## config.mk

```make
export PLATFORM = sky130hd
export DESIGN_NAME = falcon_sig_coeff_decoder_top_flat
export DESIGN_NICKNAME = d
export VERILOG_FILES = /design/src/rtl/fsdec_pkg.sv /design/src/rtl/fsdec_in_if.sv /design/src/rtl/fsdec_out_if.sv /design/src/rtl/fsdec_bit.sv /design/src/rtl/fsdec_core.sv /design/src/rtl/fsdec_out.sv /design/src/rtl/falcon_sig_coeff_decoder_top.sv /design/src/flat_wrapper.sv
export SDC_FILE = /design/constraint.sdc
export NUM_CORES = 1
export LEC_CHECK = 0
export BUFFER_PORTS_ARGS = -buffer_cell sky130_fd_sc_hd__buf_4
export CAP_MARGIN = 20
export CELL_PAD_IN_SITES_DETAIL_PLACEMENT = 0
export CELL_PAD_IN_SITES_GLOBAL_PLACEMENT = 2
export CORE_MARGIN = 2
export CORE_UTILIZATION = 39
export CTS_CLUSTER_SIZE = 8
export DETAILED_ROUTE_END_ITERATION = 8
export PLACE_DENSITY_LB_ADDON = 0.05
export SLEW_MARGIN = 5
export SYNTH_ARGS = -nofsm -noshare
export SYNTH_HDL_FRONTEND = slang
export SYNTH_SLANG_ARGS = --single-unit
```

## constraint.sdc

```tcl
create_clock -name clk -period 16.8 [get_ports clk]
set_input_delay 0.84 -clock clk [delete_from_list [all_inputs] [get_ports clk]]
set_output_delay 0.84 -clock clk [all_outputs]
set_load 0.005 [all_outputs]
```

## src/rtl/fsdec_pkg.sv

```systemverilog
`default_nettype none

package fsdec_pkg;

    localparam int N_COEFF   = 512;
    localparam int MAX_BYTES = 1024;
    localparam int MODQ      = 12289;
    localparam int RUN_LIMIT = 97;

    localparam int BYTE_W   = 8;
    localparam int VALUE_W  = 14;
    localparam int IDX_W    = 9;
    localparam int STATUS_W = 3;
    localparam int LOW_W    = 7;
    localparam int RUN_W    = 7;
    localparam int LCNT_W   = 3;
    localparam int CNT_W    = $clog2(N_COEFF + 1);
    localparam int BCNT_W   = $clog2(MAX_BYTES + 1);

    typedef enum logic [1:0] {
        PH_SIGN,
        PH_LOW,
        PH_HIGH,
        PH_DONE
    } phase_t;

    typedef enum logic [STATUS_W-1:0] {
        ST_OK,
        ST_MAG,
        ST_SHORT,
        ST_TRAIL,
        ST_LONG
    } status_t;

    typedef struct packed {
        phase_t             phase;
        logic [LCNT_W-1:0]  lcnt;
        logic               sign;
        logic [LOW_W-1:0]   low;
        logic [RUN_W-1:0]   zrun;
        logic [CNT_W-1:0]   cnt;
        status_t            err;
    } dec_state_t;

    typedef struct packed {
        logic               hit;
        logic               sign;
        logic [VALUE_W-1:0] mag;
        logic [IDX_W-1:0]   idx;
    } bit_hit_t;

    typedef struct packed {
        logic                coef_valid;
        logic [VALUE_W-1:0]  coef_value;
        logic [IDX_W-1:0]    coef_index;
        logic                stream_done;
        logic [STATUS_W-1:0] status;
    } res_t;

    localparam dec_state_t DEC_RESET = '{
        phase: PH_SIGN,
        lcnt:  '0,
        sign:  1'b0,
        low:   '0,
        zrun:  '0,
        cnt:   '0,
        err:   ST_OK
    };

endpackage

`default_nettype wire

```

## src/rtl/fsdec_in_if.sv

```systemverilog
`default_nettype none

interface fsdec_in_if;
    import fsdec_pkg::*;

    logic              valid;
    logic              ready;
    logic [BYTE_W-1:0] data_byte;
    logic              last_byte;

    modport source (output valid, output data_byte, output last_byte, input ready);
    modport sink (input valid, input data_byte, input last_byte, output ready);
endinterface

`default_nettype wire

```

## src/rtl/fsdec_out_if.sv

```systemverilog
`default_nettype none

interface fsdec_out_if;
    import fsdec_pkg::*;

    logic                valid;
    logic                ready;
    logic                coef_valid;
    logic [VALUE_W-1:0]  coef_value;
    logic [IDX_W-1:0]    coef_index;
    logic                stream_done;
    logic [STATUS_W-1:0] status;

    modport source (
        output valid, output coef_valid, output coef_value, output coef_index,
        output stream_done, output status, input ready
    );
    modport sink (
        input valid, input coef_valid, input coef_value, input coef_index,
        input stream_done, input status, output ready
    );
endinterface

`default_nettype wire

```

## src/rtl/fsdec_bit.sv

```systemverilog
`default_nettype none

module fsdec_bit (
    input  fsdec_pkg::dec_state_t st,
    input  logic                  bit_in,
    output fsdec_pkg::dec_state_t st_next,
    output fsdec_pkg::bit_hit_t   hit
);
    import fsdec_pkg::*;

    logic [VALUE_W-1:0] mag;
    logic               too_big;
    logic [RUN_W-1:0]   zrun_inc;
    logic [CNT_W-1:0]   cnt_inc;

    assign mag      = {st.zrun, st.low};
    assign too_big  = mag >= VALUE_W'(MODQ);
    assign zrun_inc = st.zrun + RUN_W'(1);
    assign cnt_inc  = st.cnt + CNT_W'(1);

    always_comb
    begin
        st_next = st;
        if (st.err == ST_OK)
        begin
            unique case (st.phase)
                PH_SIGN:
                begin
                    st_next.sign  = bit_in;
                    st_next.low   = '0;
                    st_next.lcnt  = '0;
                    st_next.zrun  = '0;
                    st_next.phase = PH_LOW;
                end
                PH_LOW:
                begin
                    st_next.low  = {st.low[LOW_W-2:0], bit_in};
                    st_next.lcnt = st.lcnt + LCNT_W'(1);
                    if (st.lcnt + LCNT_W'(1) == LCNT_W'(LOW_W))
                    begin
                        st_next.phase = PH_HIGH;
                    end
                end
                PH_HIGH:
                begin
                    if (!bit_in)
                    begin
                        // a run this long can only give an oversized magnitude
                        if (zrun_inc >= RUN_W'(RUN_LIMIT))
                        begin
                            st_next.zrun = RUN_W'(RUN_LIMIT);
                            st_next.err  = ST_MAG;
                        end
                        else
                        begin
                            st_next.zrun = zrun_inc;
                        end
                    end
                    else if (too_big)
                    begin
                        st_next.err = ST_MAG;
                    end
                    else
                    begin
                        st_next.cnt   = cnt_inc;
                        st_next.phase = (cnt_inc >= CNT_W'(N_COEFF)) ? PH_DONE : PH_SIGN;
                    end
                end
                PH_DONE:
                begin
                    if (bit_in)
                    begin
                        st_next.err = ST_TRAIL;
                    end
                end
                default:
                begin
                    st_next = st;
                end
            endcase
        end
    end

    always_comb
    begin
        hit.hit  = (st.err == ST_OK) && (st.phase == PH_HIGH) && bit_in && !too_big;
        hit.sign = st.sign;
        hit.mag  = mag;
        hit.idx  = IDX_W'(st.cnt);
    end

endmodule

`default_nettype wire

```

## src/rtl/fsdec_core.sv

```systemverilog
`default_nettype none

module fsdec_core (
    input  logic              clk,
    input  logic              rst_n,
    fsdec_in_if.sink          byte_ch,
    input  logic              room,
    output logic              push,
    output fsdec_pkg::res_t   res
);
    import fsdec_pkg::*;

    dec_state_t        state_reg;
    dec_state_t        state_next;
    logic [BCNT_W-1:0] bcnt_reg;
    logic [BCNT_W-1:0] bcnt_next;

    dec_state_t        pre;
    dec_state_t        post;
    dec_state_t        chain [0:BYTE_W];
    bit_hit_t          hits  [0:BYTE_W-1];

    logic               any_hit;
    logic               sel_sign;
    logic [VALUE_W-1:0] sel_mag;
    logic [IDX_W-1:0]   sel_idx;

    assign byte_ch.ready = room;
    assign push          = byte_ch.valid && room;

    always_comb
    begin
        pre       = state_reg;
        bcnt_next = bcnt_reg;
        if (state_reg.err == ST_OK)
        begin
            if (bcnt_reg >= BCNT_W'(MAX_BYTES))
            begin
                pre.err = ST_LONG;
            end
            else
            begin
                bcnt_next = bcnt_reg + BCNT_W'(1);
            end
        end
    end

    assign chain[0] = pre;

    for (genvar g = 0; g < BYTE_W; g++)
    begin : g_bit
        fsdec_bit u_bit (
            .st      (chain[g]),
            .bit_in  (byte_ch.data_byte[BYTE_W-1-g]),
            .st_next (chain[g+1]),
            .hit     (hits[g])
        );
    end

    // a coefficient spans at least nine bits, so at most one lane hits
    always_comb
    begin
        any_hit  = 1'b0;
        sel_sign = 1'b0;
        sel_mag  = '0;
        sel_idx  = '0;
        for (int i = 0; i < BYTE_W; i++)
        begin
            any_hit  = any_hit | hits[i].hit;
            sel_sign = sel_sign | (hits[i].hit & hits[i].sign);
            sel_mag  = sel_mag | (hits[i].mag & {VALUE_W{hits[i].hit}});
            sel_idx  = sel_idx | (hits[i].idx & {IDX_W{hits[i].hit}});
        end
    end

    always_comb
    begin
        post = chain[BYTE_W];
        if (byte_ch.last_byte && post.err == ST_OK && post.cnt < CNT_W'(N_COEFF))
        begin
            post.err = ST_SHORT;
        end
    end

    always_comb
    begin
        res.coef_valid  = any_hit;
        res.coef_value  = (sel_sign && sel_mag != '0) ? VALUE_W'(MODQ) - sel_mag : sel_mag;
        res.coef_index  = sel_idx;
        res.stream_done = byte_ch.last_byte;
        res.status      = post.err;
    end

    assign state_next = byte_ch.last_byte ? DEC_RESET : post;

    always_ff @(posedge clk or negedge rst_n)
    begin
        if (!rst_n)
        begin
            state_reg <= DEC_RESET;
            bcnt_reg  <= '0;
        end
        else if (push)
        begin
            state_reg <= state_next;
            bcnt_reg  <= byte_ch.last_byte ? '0 : bcnt_next;
        end
    end

`ifndef SYNTHESIS
    a_cnt_range: assert property (@(posedge clk) disable iff (!rst_n)
        state_reg.cnt <= CNT_W'(N_COEFF))
        else $error("coefficient count past polynomial size");

    a_err_sticky: assert property (@(posedge clk) disable iff (!rst_n)
        push && state_reg.err != ST_OK && !byte_ch.last_byte
        |=> state_reg.err == $past(state_reg.err))
        else $error("error code changed within a stream");

    a_value_range: assert property (@(posedge clk) disable iff (!rst_n)
        push && res.coef_valid |-> res.coef_value < VALUE_W'(MODQ))
        else $error("coefficient value not reduced");
`endif

endmodule

`default_nettype wire

```

## src/rtl/fsdec_out.sv

```systemverilog
`default_nettype none

module fsdec_out (
    input  logic              clk,
    input  logic              rst_n,
    input  logic              push,
    input  fsdec_pkg::res_t   din,
    output logic              room,
    fsdec_out_if.source       coef_ch
);
    import fsdec_pkg::*;

    res_t       ent0_reg;
    res_t       ent1_reg;
    res_t       ent0_next;
    res_t       ent1_next;
    logic [1:0] count_reg;
    logic [1:0] count_next;
    logic       pop;

    assign room = (count_reg != 2'd2);
    assign pop  = coef_ch.valid && coef_ch.ready;

    always_comb
    begin
        ent0_next  = ent0_reg;
        ent1_next  = ent1_reg;
        count_next = count_reg + 2'(push) - 2'(pop);
        unique case (count_reg)
            2'd0:
            begin
                if (push)
                begin
                    ent0_next = din;
                end
            end
            2'd1:
            begin
                if (push && pop)
                begin
                    ent0_next = din;
                end
                else if (push)
                begin
                    ent1_next = din;
                end
            end
            2'd2:
            begin
                // advance the skid beat into the head
                if (pop)
                begin
                    ent0_next = ent1_reg;
                end
            end
            default:
            begin
                count_next = count_reg;
            end
        endcase
    end

    always_ff @(posedge clk or negedge rst_n)
    begin
        if (!rst_n)
        begin
            count_reg <= '0;
        end
        else
        begin
            count_reg <= count_next;
        end
    end

    always_ff @(posedge clk)
    begin
        ent0_reg <= ent0_next;
        ent1_reg <= ent1_next;
    end

    assign coef_ch.valid       = (count_reg != 2'd0);
    assign coef_ch.coef_valid  = ent0_reg.coef_valid;
    assign coef_ch.coef_value  = ent0_reg.coef_value;
    assign coef_ch.coef_index  = ent0_reg.coef_index;
    assign coef_ch.stream_done = ent0_reg.stream_done;
    assign coef_ch.status      = ent0_reg.status;

`ifndef SYNTHESIS
    a_count_range: assert property (@(posedge clk) disable iff (!rst_n)
        count_reg != 2'd3)
        else $error("output queue overflow");

    a_drain: assert property (@(posedge clk) disable iff (!rst_n)
        count_reg == 2'd1 && pop && !push |=> !coef_ch.valid)
        else $error("output valid after last beat drained");
`endif

endmodule

`default_nettype wire

```

## src/rtl/falcon_sig_coeff_decoder_top.sv

```systemverilog
// Signature coefficient decompressor.
// byte_ch (sink) takes one beat per stream byte: data_byte, MSB first, and
// last_byte on the final byte of a signature. coef_ch (source) returns exactly
// one beat per byte: coef_valid/coef_value/coef_index for a coefficient that
// ended in that byte, stream_done echoing last_byte, and the running status.
// Each result beat is registered in the output queue before it appears on coef_ch.
// Throughput: one byte per cycle while the output queue has room; all eight
// bits of a byte are decoded by one pass of combinational logic between the
// input handshake and the two-entry output queue.
// Stall: when coef_ch is not ready the queue holds up to two result beats;
// byte_ch.ready drops only while both entries are full.
// Errors are sticky until the last byte; the beat for the last byte carries
// the final status and the decoder then returns to its reset state.
// Reset clears the decoder state and empties the output queue; no result is
// pending after reset.
`default_nettype none

module falcon_sig_coeff_decoder_top (
    input  logic         clk,
    input  logic         rst_n,
    fsdec_in_if.sink     byte_ch,
    fsdec_out_if.source  coef_ch
);
    import fsdec_pkg::*;

    logic room;
    logic push;
    res_t res;

    fsdec_core u_core (
        .clk     (clk),
        .rst_n   (rst_n),
        .byte_ch (byte_ch),
        .room    (room),
        .push    (push),
        .res     (res)
    );

    fsdec_out u_out (
        .clk     (clk),
        .rst_n   (rst_n),
        .push    (push),
        .din     (res),
        .room    (room),
        .coef_ch (coef_ch)
    );

endmodule

`default_nettype wire
```

## src/flat_wrapper.sv

```systemverilog
// flat-port wrapper written by rule: the top's interface ports become plain ports
module falcon_sig_coeff_decoder_top_flat import fsdec_pkg::*;
  (clk, rst_n, byte_ch_valid, byte_ch_data_byte, byte_ch_last_byte, byte_ch_ready, coef_ch_valid, coef_ch_coef_valid, coef_ch_coef_value, coef_ch_coef_index, coef_ch_stream_done, coef_ch_status, coef_ch_ready);
  fsdec_in_if byte_ch_i ();
  fsdec_out_if coef_ch_i ();
  input  logic clk;
  input  logic rst_n;
  input wire logic [$bits(byte_ch_i.valid)-1:0] byte_ch_valid;
  input wire logic [$bits(byte_ch_i.data_byte)-1:0] byte_ch_data_byte;
  input wire logic [$bits(byte_ch_i.last_byte)-1:0] byte_ch_last_byte;
  output wire logic [$bits(byte_ch_i.ready)-1:0] byte_ch_ready;
  output wire logic [$bits(coef_ch_i.valid)-1:0] coef_ch_valid;
  output wire logic [$bits(coef_ch_i.coef_valid)-1:0] coef_ch_coef_valid;
  output wire logic [$bits(coef_ch_i.coef_value)-1:0] coef_ch_coef_value;
  output wire logic [$bits(coef_ch_i.coef_index)-1:0] coef_ch_coef_index;
  output wire logic [$bits(coef_ch_i.stream_done)-1:0] coef_ch_stream_done;
  output wire logic [$bits(coef_ch_i.status)-1:0] coef_ch_status;
  input wire logic [$bits(coef_ch_i.ready)-1:0] coef_ch_ready;
  assign byte_ch_i.valid = byte_ch_valid;
  assign byte_ch_i.data_byte = byte_ch_data_byte;
  assign byte_ch_i.last_byte = byte_ch_last_byte;
  assign byte_ch_ready = byte_ch_i.ready;
  assign coef_ch_valid = coef_ch_i.valid;
  assign coef_ch_coef_valid = coef_ch_i.coef_valid;
  assign coef_ch_coef_value = coef_ch_i.coef_value;
  assign coef_ch_coef_index = coef_ch_i.coef_index;
  assign coef_ch_stream_done = coef_ch_i.stream_done;
  assign coef_ch_status = coef_ch_i.status;
  assign coef_ch_i.ready = coef_ch_ready;
  falcon_sig_coeff_decoder_top u_core (.clk(clk), .rst_n(rst_n), .byte_ch(byte_ch_i), .coef_ch(coef_ch_i));
endmodule
```

==> results of run 1 <==
repair_timing:
action,in CTS,in global routing
buffers inserted,0,3
resized for setup,0,13
endpoints found under the setup margin,0,21
layout make-up:
type,count,area [um^2]
clock buffers,9,225
clock inverters,7,86.3
fillers,4247,22900
inverters,68,255
multi-input cells,1843,12200
flip-flops and latches,102,2840
well taps,525,657
repair buffers,94,706
Yosys cell counts (24+ instances only):
cell | n | share of area
nor4_1 | 24 | 0.0095
and2_1 | 29 | 0.012
xnor2_1 | 69 | 0.038
edfxtp_1 | 56 | 0.11
dfrtp_1 | 46 | 0.073
nand4_1 | 30 | 0.012
ha_1 | 45 | 0.036
nor2_1 | 232 | 0.055
nand3_1 | 71 | 0.023
inv_1 | 62 | 0.015
o211ai_1 | 24 | 0.011
and3_1 | 28 | 0.011
buf_2 | 32 | 0.010
a21oi_1 | 141 | 0.045
a22oi_1 | 29 | 0.014
or3_1 | 26 | 0.010
xor2_1 | 31 | 0.017
a31oi_1 | 36 | 0.014
clkbuf_1 | 78 | 0.019
nand2b_1 | 28 | 0.011
nand2_1 | 231 | 0.055
nor3_1 | 67 | 0.021
o21ai_0 | 138 | 0.044
a211oi_1 | 24 | 0.011
cells by family after synthesis:
logic type                 Yosys count  share of synthesized area
and+or+nand+nor                    881                      0.281
muxes                               35                     0.0240
DFF                                102                      0.180
AOI/OAI and AO/OA                  779                      0.371
xor gates and xnor gates           101                     0.0566
adders and majority gates           47                     0.0370
buffers and inverters              195                     0.0511
stage by stage:
| stage | util | area, um^2 | hold WS [ns] | cells | worst slack [ns] |
|---|---|---|---|---|---|
| 6_report | 0.426 | 17000 | 0.504 | 2648 | 1.06 |
| 5_1_grt | 0.426 | 17000 | 0.540 | 2648 | 0.0165 |
| 4_1_cts | 0.424 | 16900 | 0.521 | 2642 | 0.338 |
| 3_5_place_dp | 0.416 | 16600 | 0.505 | 2626 | 0.370 |
| 3_3_place_gp | 0.416 | 16500 | 0.493 | 2624 | 0.857 |
| 2_1_floorplan | - | 15800 | 0.472 | 2140 | 2.38 |
layout by cell type (no fill, tap or decap), types with 22 or more instances in the layout:
cell type  count
a22oi_1       29
edfxtp_1      56
nand2_1      231
nor3_1        67
o31ai_1       23
and3_1        28
o21a_1        22
dfrtp_1       41
nand3_1       71
xnor2_1       69
and2_1        28
a21oi_1      140
o21ai_0      137
xor2_1        31
inv_1         62
o211ai_1      24
nand2b_1      28
nand4_1       30
buf_4         91
a211oi_1      24
or3_1         26
a31oi_1       36
nor2_1       231
ha_1          45
nor4_1        24
final timing paths:
check                                           from                                   to  slack (ns)  cells past startpoint
setup / recovery            u_core.u_core.chain[283]  u_core.u_out.coef_ch.coef_value[13]        1.06                     62
hold / removal                                 rst_n            u_core.u_out.count_reg[1]        0.50                      1
setup reg to reg            u_core.u_core.chain[283]  u_core.u_out.coef_ch.coef_value[13]        1.06                     62
hold reg to reg            u_core.u_out.ent1_reg[19]   u_core.u_out.coef_ch.coef_value[6]        0.52                      2
max in group asynchronous                      rst_n             u_core.u_core.chain[279]       15.78                      1
min in group clk           u_core.u_out.ent1_reg[19]   u_core.u_out.coef_ch.coef_value[6]        0.52                      2
routing by layer:
metal,routed length (um),up-vias,track usage,part of all wire
met5,0,-,0,0
met3,3990,92,0.0431,0.060
met4,1820,0,0.0797,0.027
met2,30000,609,0.494,0.45
li1,-,8180,-,-
met1,30900,8639,0.446,0.46
worst max-delay path, delay by kind of cell (launching register included):
kind	cells	cell delay (ns)
AND/OR/NAND/NOR	20	5.34
buffers and inverters	11	1.56
flip-flops	1	0.59
adder cells (fa/ha/maj)	7	2.07
multiplexers	2	0.43
AO/OA/AOI/OAI	22	5.49
==> results.md, run 1 <==
- Mean routed wirelength per cell: 25.2 um
- DRC: 0
- Mapped Area: between 15000 and 20000 um^2
- RSZ-0062 raised after global routing: false
- Die width: 205 um
- Post-synth ARST share: 0.451
- Vias/cell: 6.62
- Max_slew headroom: 0.258
- Final #Nets: between 2000 and 2500
- Row cnt: 73
- # hold bufs at CTS: 0
- DRT antenna net count: 0
- Syn Nets: ~2200
- Final Hold Fails: 0
- Post-DP HPWL: ~53000 um
- First-pass DRT Iterations: 5
- TritonCTS Buffers: 9
- Layout cells sized above 1: 0.119
- First-pass GRT wire length: 102000 um
- Final setup TNS: 0 ns
- CTS tree: built
- CP max stage delay: slightly above 0.6 ns
- Outcome: finished clean
- ANT cells: 0
- Actual slew at the worst max-slew pin: between 1 and 1.5 ns
- Skew-Pair Late Insertion Delay: between 0.3 and 0.4 ns
- Starting density of the core: 0.396
- Mapped Cells: 2140
- H-tree depth: 3
- Root Driver: clkbuf_16
- Clk_skew: 0.0128 ns
- Core Area: between 30000 and 40000 um^2
- Worst Path Arrival: between 15 and 20 ns
- Predominant post-synthesis flop cell: edfxtp_1
- DRT iter0 DRCs: approximately 1800
- Clk sinks: approximately 100
- EDFF count, synth: between 50 and 60
- Max FFs per register: 30
- Ports: 43
- Critical path launch point type: flop
- Die Ht: between 200 and 250 um
- Max Fclk: roughly 64 MHz
- HP Class: input port to async pin
- Syn_area_per_cell: between 7 and 8 um^2
- Area grow syn2layout: 7.51%
- Period utilisation layout: 0.937
- Clock transition at path regs: about 0.080 ns
- Max-capacitance violation count: 0
- Crit path required time: 16.92 ns
- RePlAce Congestion: 0.956
- Final wirelength: ~67000 um
- Die area: between 40000 and 50000 um^2
- Most used cell, CP: ha_1
- Clock tree buffer depth: 2
- Endpoints failing setup: 0
- Via count: roughly 18000
- Critical path peak fanout: 14
- Pin count of the biggest net entering global routing: 47
- Register area share after synthesis: 0.180
- Initial antenna violation count: 1
- Crit end category: flop
- GRT Overall Usage: 0.313
- Slowest CP cell: or4_1
- Vias in the first global route: 16200
- Type of the worst setup path: flop to flop
- Pins Over Slew Limit: 0
- Yosys reg bits: 102
- Synth unique cells: 127
- Input/output buffers: 42
- Ys Warns: 0
- GR Overflow Total: 0
- Min Tclk post-route: between 15 and 20 ns
Power of run 1 is not shown: default switching activity piles up to over one toggle a cycle in this logic, so the estimate is an artifact.
==> run 2, diff against run 1 <==
--- a/config.mk
+++ b/config.mk
@@ -5,12 +5,13 @@
 export SDC_FILE = /design/constraint.sdc
 export NUM_CORES = 1
 export LEC_CHECK = 0
+export ABC_AREA = 1
 export BUFFER_PORTS_ARGS = -buffer_cell sky130_fd_sc_hd__buf_4
 export CAP_MARGIN = 20
 export CELL_PAD_IN_SITES_DETAIL_PLACEMENT = 0
 export CELL_PAD_IN_SITES_GLOBAL_PLACEMENT = 2
 export CORE_MARGIN = 2
-export CORE_UTILIZATION = 39
+export CORE_UTILIZATION = 36
 export CTS_CLUSTER_SIZE = 8
 export DETAILED_ROUTE_END_ITERATION = 8
 export PLACE_DENSITY_LB_ADDON = 0.05
==> run 2 against run 1 <==
  * Setup slack gained 3.6 ns
  * Die area shrank 0.35%
  * Critical path type unchanged
  * Area after synthesis shrank 8.0%
  * Highest routed layer unchanged
  * Critical path depth grew 20
  * Count of clock-buffer cells in the layout grew 1
  * Utilization shrank 3.5 points
==> results.md, run 2 <==
- Total setup buffers inserted after CTS: 0 (unchanged)
- Commonest cells after routing, fill and taps aside: 691 x nand2_1, 282 x inv_1, 199 x nor2_1
- Post-synthesis xor/xnor area fraction: 0.0310 (-0.0256)
- Initial antenna violation count: 0 (-1)
- Crit end category: flop
- Area grow syn2layout: 7.06%
- GRT Overall Usage: 0.271 (-0.0416)
- Clock tree buffer depth: 2 (unchanged)
- Crit path required time: 17.01 ns (+0.09 ns)
- Max Fclk: 82.6 MHz (+30%)
- Worst r2r src: u_core.u_core.chain[277]
- Pins Over Slew Limit: 0 (unchanged)
- Mean routed wirelength per cell: 19.4 um (-23%)
- RSZ-0062 raised after global routing: false
- Type of the worst setup path: flop to flop
- Final Hold Fails: 0 (unchanged)
- Input/output buffers: 42 (unchanged)
- Largest family of logic cells by synthesized area: simple AND/OR/NAND/NOR gates
- Register area share after synthesis: 0.195 (+0.0157)
- Final #Nets: 2408 (+11%)
- Predominant post-synthesis flop cell: edfxtp_1
- Syn Nets: 2396 (+9.0%)
- Synth area leaders: nand2_1 18%, edfxtp_1 12%, dfrtp_1 7.9%
- DRT antenna net count: 0 (unchanged)
- CTS resizes: 0 (unchanged)
- Dpl cells: 2864 (+9.1%)
- Ports: 43 (unchanged)
- Endpoints failing setup: 0 (unchanged)
- Vias in the first global route: 14900 (-8.0%)
- DR WL met2: 26000 um (-13%)
- # hold bufs at CTS: 0 (unchanged)
- PD cells: about 230 nW/um^2
- Min Tclk post-route: 12.10 ns (-3.64 ns)
- Critical R2R Capture: u_core.u_core.chain[274]
- Met3 WL: 1880 um (-53%)
- GR Overflow Total: 0 (unchanged)
- FF-to-FF setup slack: 4.70 ns (+3.64 ns)
- Synth Area in Adders: 0.0388 (+0.00184)
- Mapped Cells: 2338 (+9.3%)
- H-tree depth: 3 (unchanged)
- Die width: 205 um (-0.17%)
- Starting density of the core: 0.365 (-0.0309)
- Clock transition at path regs: 0.08 ns (about the same)
- Core Area: 39700 um^2 (-0.23%)
- Row cnt: 73 (unchanged)
- Multiplexer share of the synthesized area: 0 (-0.0240)
- TritonCTS Buffers: 9 (unchanged)
- DR top layer: met4
- RePlAce Congestion: 0.891 (-6.8%)
- Leak: about 7.3 nW
- Root Driver: clkbuf_16
- Max-capacitance violation count: 0 (unchanged)
- Worst Path Arrival: 12.31 ns (-3.55 ns)
- Peak VDD IR: approximately 0.00020 V
- Non-filler cells, final: 2880 (+8.8%)
- Via count: 15300 (-13%)
- Top-area cell type share of the netlist area: 0.179 (+0.0722)
- Die Ht: 205 um (-0.17%)
- Critical path peak fanout: 18 (+4)
- Post-DP HPWL: 46100 um (-13%)
- Synth unique cells: 79 (-38%)
- Layout cells sized above 1: 0.148 (+0.0290)
- Most common cell after layout, fill and taps aside: nand2_1
- Power after layout: ~3.5 mW
- Synth Area in Compound Gates: 0.174 (-0.197)
- Vias/cell: 5.30 (-20%)
- Max FFs per register: 30 (unchanged)
- DRT iter0 DRCs: 1088 (-41%)
- Die area: 41900 um^2 (-0.35%)
- Most used cell, CP: nand2_1
- Period utilisation layout: 0.720 (-0.217)
- HP Class: input port to async pin
- Syn_area_per_cell: 6.21 um^2 (-16%)
- Final setup TNS: 0 ns (unchanged)
- EDFF count, synth: 56 (unchanged)
- CP max stage delay: 0.52 ns (-0.10 ns)
- Outcome: finished clean
- Ys Warns: 0 (unchanged)
- Met1 wire length: 26100 um (-16%)
- Final wirelength: 55800 um (-16%)
- Mapped Area: 14500 um^2 (-8.0%)
- Post-Synth Simple-Gate Area: 0.442 (+0.161)
- Critical path launch point type: flop
- Max_slew headroom: 0.230 (-0.0277)
- Clk_skew: 0.0175 ns (+0.00472 ns)
- Cell with the most instances after synthesis: nand2_1
- CTS tree: built
- Clk sinks: 102 (unchanged)
- Post-synth ARST share: 0.451 (unchanged)
- First-pass DRT Iterations: 6 (+1)
- Slowest CP cell: dfrtp_1
- Actual slew at the worst max-slew pin: 1.15 ns (+0.0434 ns)
- Worst hold slack: 0.490 ns (-0.0134 ns)
- First-pass GRT wire length: 88000 um (-14%)
- ANT cells: 0 (unchanged)
- Post-synth top area cell: nand2_1
- Pin count of the biggest net entering global routing: 47 (unchanged)
- Yosys reg bits: 102 (unchanged)
- DRC: 0 (unchanged)
- Skew-Pair Late Insertion Delay: 0.38 ns (about the same)
- Most frequent cells after synthesis: 691 x nand2_1, 282 x inv_1, 201 x nor2_1, 175 x nand3_1, 94 x o21ai_0
- Cells on worst reg2reg path: 82 (+32%)
-- run 2: cell count changes after synthesis, moves of 63 or more --
| cell | previous run | this run |
|---|---|---|
| clkbuf_1 | 78 | 15 |
| inv_1 | 62 | 282 |
| nand2_1 | 231 | 691 |
| nand2_2 | 1 | 67 |
| a21oi_1 | 141 | 68 |
| nand3_1 | 71 | 175 |
-- run 2: cell type report --
type / count / area (um^2)
Inverter: 365 / 1390
Tap cell: 525 / 657
Clock inverter: 6 / 68.8
Multi-Input combinational cell: 1824 / 10000
Sequential cell: 102 / 2830
Clock buffer: 10 / 229
Fill cell: 4444 / 24200
Timing Repair Buffer: 48 / 360
-- run 2: critical path, delay by kind of cell, from the launching register on --
| kind | cells | cell delay (ns) |
|---|---|---|
| and+or+nand+nor | 61 | 7.33 |
| adders and majority gates | 7 | 1.88 |
| AOI/OAI and AO/OA | 5 | 1.20 |
| buffers and inverters | 9 | 0.96 |
| DFF | 1 | 0.52 |
-- run 2: through the flow --
step / instance area (um^2) / utilization / setup slack, ns
floorplan: 14500 / - / 7.32
global placement: 15200 / 0.383 / 4.99
detailed placement: 15200 / 0.383 / 4.86
CTS: 15500 / 0.391 / 4.78
global route: 15500 / 0.391 / 3.24
finish: 15500 / 0.391 / 4.70
-- run 2: how the worst max path moves through the flow --
stage | from | end | slack (ns) | cells past startpoint
after floorplan | byte_ch_data_byte[7] | u_core.u_out.ent1_reg[26] | 7.32 | 85
after global placement | u_core.u_core.chain[277] | u_core.u_out.coef_ch.status[1] | 4.99 | 83
after detailed placement | u_core.u_core.chain[277] | u_core.u_core.chain[274] | 4.86 | 82
after CTS | u_core.u_core.chain[277] | u_core.u_core.chain[274] | 4.78 | 82
after global routing | u_core.u_core.chain[277] | u_core.u_out.coef_ch.status[1] | 3.24 | 81
final | u_core.u_core.chain[277] | u_core.u_core.chain[274] | 4.70 | 82
-- run 2: logic make-up after synthesis --
| family | after synthesis |
|---|---|
| AND/OR/NAND/NOR | 1348 |
| adder cells (fa/ha/maj) | 45 |
| buffers and inverters | 412 |
| flip-flops | 102 |
| XOR/XNOR | 47 |
| AO/OA/AOI/OAI | 384 |
-- run 2: where the power goes --
group | internal [mW] | switching (mW)
Combinational | 0.843 | 2.12
Clock | 0.117 | 0.102
Sequential | 0.312 | 0.0254
-- run 2: layer usage --
metal,vias to the layer above,global-route usage
li1,7716,-
met1,7174,0.367
met2,331,0.458
met3,52,0.0161
met4,0,0.0919
met5,-,0
No activity file was read; power rests on OpenSTA's default activity.
==> run 3, diff against run 2 <==
==> constraint.sdc (replaced) <==
create_clock -name clk -period 11.3 [get_ports clk]
set_input_delay 0.565 -clock clk [delete_from_list [all_inputs] [get_ports clk]]
set_output_delay 0.565 -clock clk [all_outputs]
set_load 0.005 [all_outputs]
==> run 3 against run 2 <==
  * Cell count up 2.1%
  * Clock power grew 39%
  * Clock skew is 0.0023 ns higher
  * Non-clock buffer count grew 58
  * Sequential cell count stayed put
  * Sequential share of layout area decreased by 0.65 points
  * Combinational power increased by 54%
  * Worst hold slack got worse by 0.29 ns
  * Maximum frequency rose by 17%
  * Total power increased by 52%
==> results.md, run 3 (synthesis results as in run 2) <==
- Outcome: finished clean
- Worst hold slack: 0.200 ns (-0.290 ns)
- Vias/cell: 5.32 (+0.40%)
- Commonest cells after routing, fill and taps aside: 679 x nand2_1, 278 x inv_1, 197 x nor2_1
- # hold bufs at CTS: 0 (unchanged)
- Most used cell, CP: nand2_1
- Starting density of the core: 0.365 (unchanged)
- Ports: 43 (unchanged)
- Max_slew headroom: 0.496 (+0.266)
- Final Hold Fails: 0 (unchanged)
- HP Class: input port to async pin
- Worst Path Arrival: 10.48 ns (-1.83 ns)
- Skew-Pair Late Insertion Delay: 0.39 ns (about the same)
- First-pass DRT Iterations: 5 (-1)
- Critical path launch point type: flop
- DRC: 0 (unchanged)
- Clock transition at path regs: 0.08 ns (about the same)
- Layout cells sized above 1: 0.186 (+0.0377)
- H-tree depth: 3 (unchanged)
- Die Ht: 205 um (unchanged)
- Critical path peak fanout: 17 (-1)
- Endpoints failing setup: 0 (unchanged)
- Period utilisation layout: 0.915 (+0.195)
- DRT antenna net count: 0 (unchanged)
- Max FFs per register: 30 (unchanged)
- GR Overflow Total: 0 (unchanged)
- Design Area, Final: 16100 um^2 (+3.9%)
- Clk sinks: 102 (unchanged)
- Clk_skew: 0.0198 ns (+0.00232 ns)
- Actual slew at the worst max-slew pin: 0.748 ns (-0.399 ns)
- Slowest CP cell: nor2_4
- Peak VDD IR: 0.000294 V (+48%)
- Max-capacitance violation count: 0 (unchanged)
- Row cnt: 73 (unchanged)
- Via count: 15700 (+2.5%)
- ANT cells: 0 (unchanged)
- Die width: 205 um (unchanged)
- TritonCTS Buffers: 9 (unchanged)
- Final setup TNS: 0 ns (unchanged)
- CP max stage delay: 0.47 ns (-0.05 ns)
- Most common cell after layout, fill and taps aside: nand2_1
- Post-DP HPWL: 46300 um (+0.50%)
- First-pass GRT wire length: 86900 um (-1.2%)
- Core Area: 39700 um^2 (unchanged)
- Vias in the first global route: 14700 (-1.8%)
- RePlAce Congestion: 0.889 (-0.26%)
- Pin count of the biggest net entering global routing: 47 (unchanged)
- Die area: 41900 um^2 (unchanged)
- Clock tree buffer depth: 2 (unchanged)
- Root Driver: clkbuf_16
- Pins Over Slew Limit: 0 (unchanged)
- Type of the worst setup path: flop to flop
- CTS tree: built
- Final #Nets: 2468 (+2.5%)
- Final wirelength: 56600 um (+1.5%)
- Crit end category: flop
- Min Tclk post-route: 10.34 ns (-1.76 ns)
- Max Fclk: 96.7 MHz (+17%)
- Leak: 7.52 nW (+3.5%)
- Post-DP Area: 15500 um^2 (+1.9%)
- Crit path required time: 11.44 ns (-5.57 ns)
- Initial antenna violation count: 0 (unchanged)
- Input/output buffers: 42 (unchanged)
- DRT iter0 DRCs: 997 (-8.4%)
- PD cells: 332 nW/um^2 (+47%)
- Mean routed wirelength per cell: 19.3 um (-0.56%)
- Area grow syn2layout: 11.2%
- GRT Overall Usage: 0.271 (-0.000514)
-- run 3: cell types whose count changed in the layout (fill, tap and decap cells not counted), sizes merged --
cell,change
buf,+58
inv,-3
nand2,+1
clkinvlp,+4
nor2,+1
bufinv,-1
-- run 3: cell type report --
class	instances	area [um^2]
sequential	102	2840
clock buffer	10	229
tap	525	657
clock inverter	6	43.8
fill	4389	23600
inverter	365	1390
multi-input combinational	1826	10200
timing repair buffer	106	800
-- run 3: critical path: cells and delay by family, from the launching register on --
kind                     cells  cell delay, ns
flip-flops                   1            0.45
buffers and inverters       12            1.80
AND/OR/NAND/NOR             50            6.08
AO/OA/AOI/OAI                4            0.98
adder cells (fa/ha/maj)      2            0.47
XOR/XNOR                     1            0.26
-- run 3: power by group --
group          switching (mW)  leakage [nW]  total [mW]  internal [mW]
logic                    3.16          6.26        4.55           1.39
registers              0.0390          1.14       0.504          0.465
clock network           0.156         0.123       0.306          0.150
-- run 3: through the flow --
stage,power [mW],instances,utilization,setup WS [ns]
after floorplan,3.61,2338,-,1.83
after global placement,4.93,2903,0.391,0.612
after detailed placement,4.92,2903,0.391,0.419
after CTS,5.25,2919,0.398,0.354
after global routing,5.88,2940,0.406,-0.0523
final,5.36,2940,0.406,0.961
-- run 3: worst paths after layout --
kind	start	slack [ns]	depth (start not counted)	to
setup / recovery	u_core.u_core.chain[278]	0.96	69	u_core.u_out.ent1_reg[26]
hold / removal	rst_n	0.20	1	u_core.u_out.count_reg[1]
setup reg to reg	u_core.u_core.chain[278]	0.96	69	u_core.u_out.ent1_reg[26]
hold reg to reg	u_core.u_core.bcnt_reg[3]	0.50	1	u_core.u_core.bcnt_reg[3]
max in group asynchronous	rst_n	10.63	1	u_core.u_core.chain[278]
min in group clk	byte_ch_last_byte	0.45	1	u_core.u_out.ent1_reg[3]
-- run 3: what timing repair did --
action | in CTS | in global routing
endpoints found under the setup margin | 0 | 83
gates resized for setup | 0 | 57
setup buffers | 0 | 19
-- run 3: per-layer routing --
layer	part of all wire	vias up	track usage
met5	0	-	0
met2	0.46	408	0.448
met1	0.46	7347	0.363
met3	0.040	65	0.0200
li1	-	7833	-
met4	0.042	0	0.113
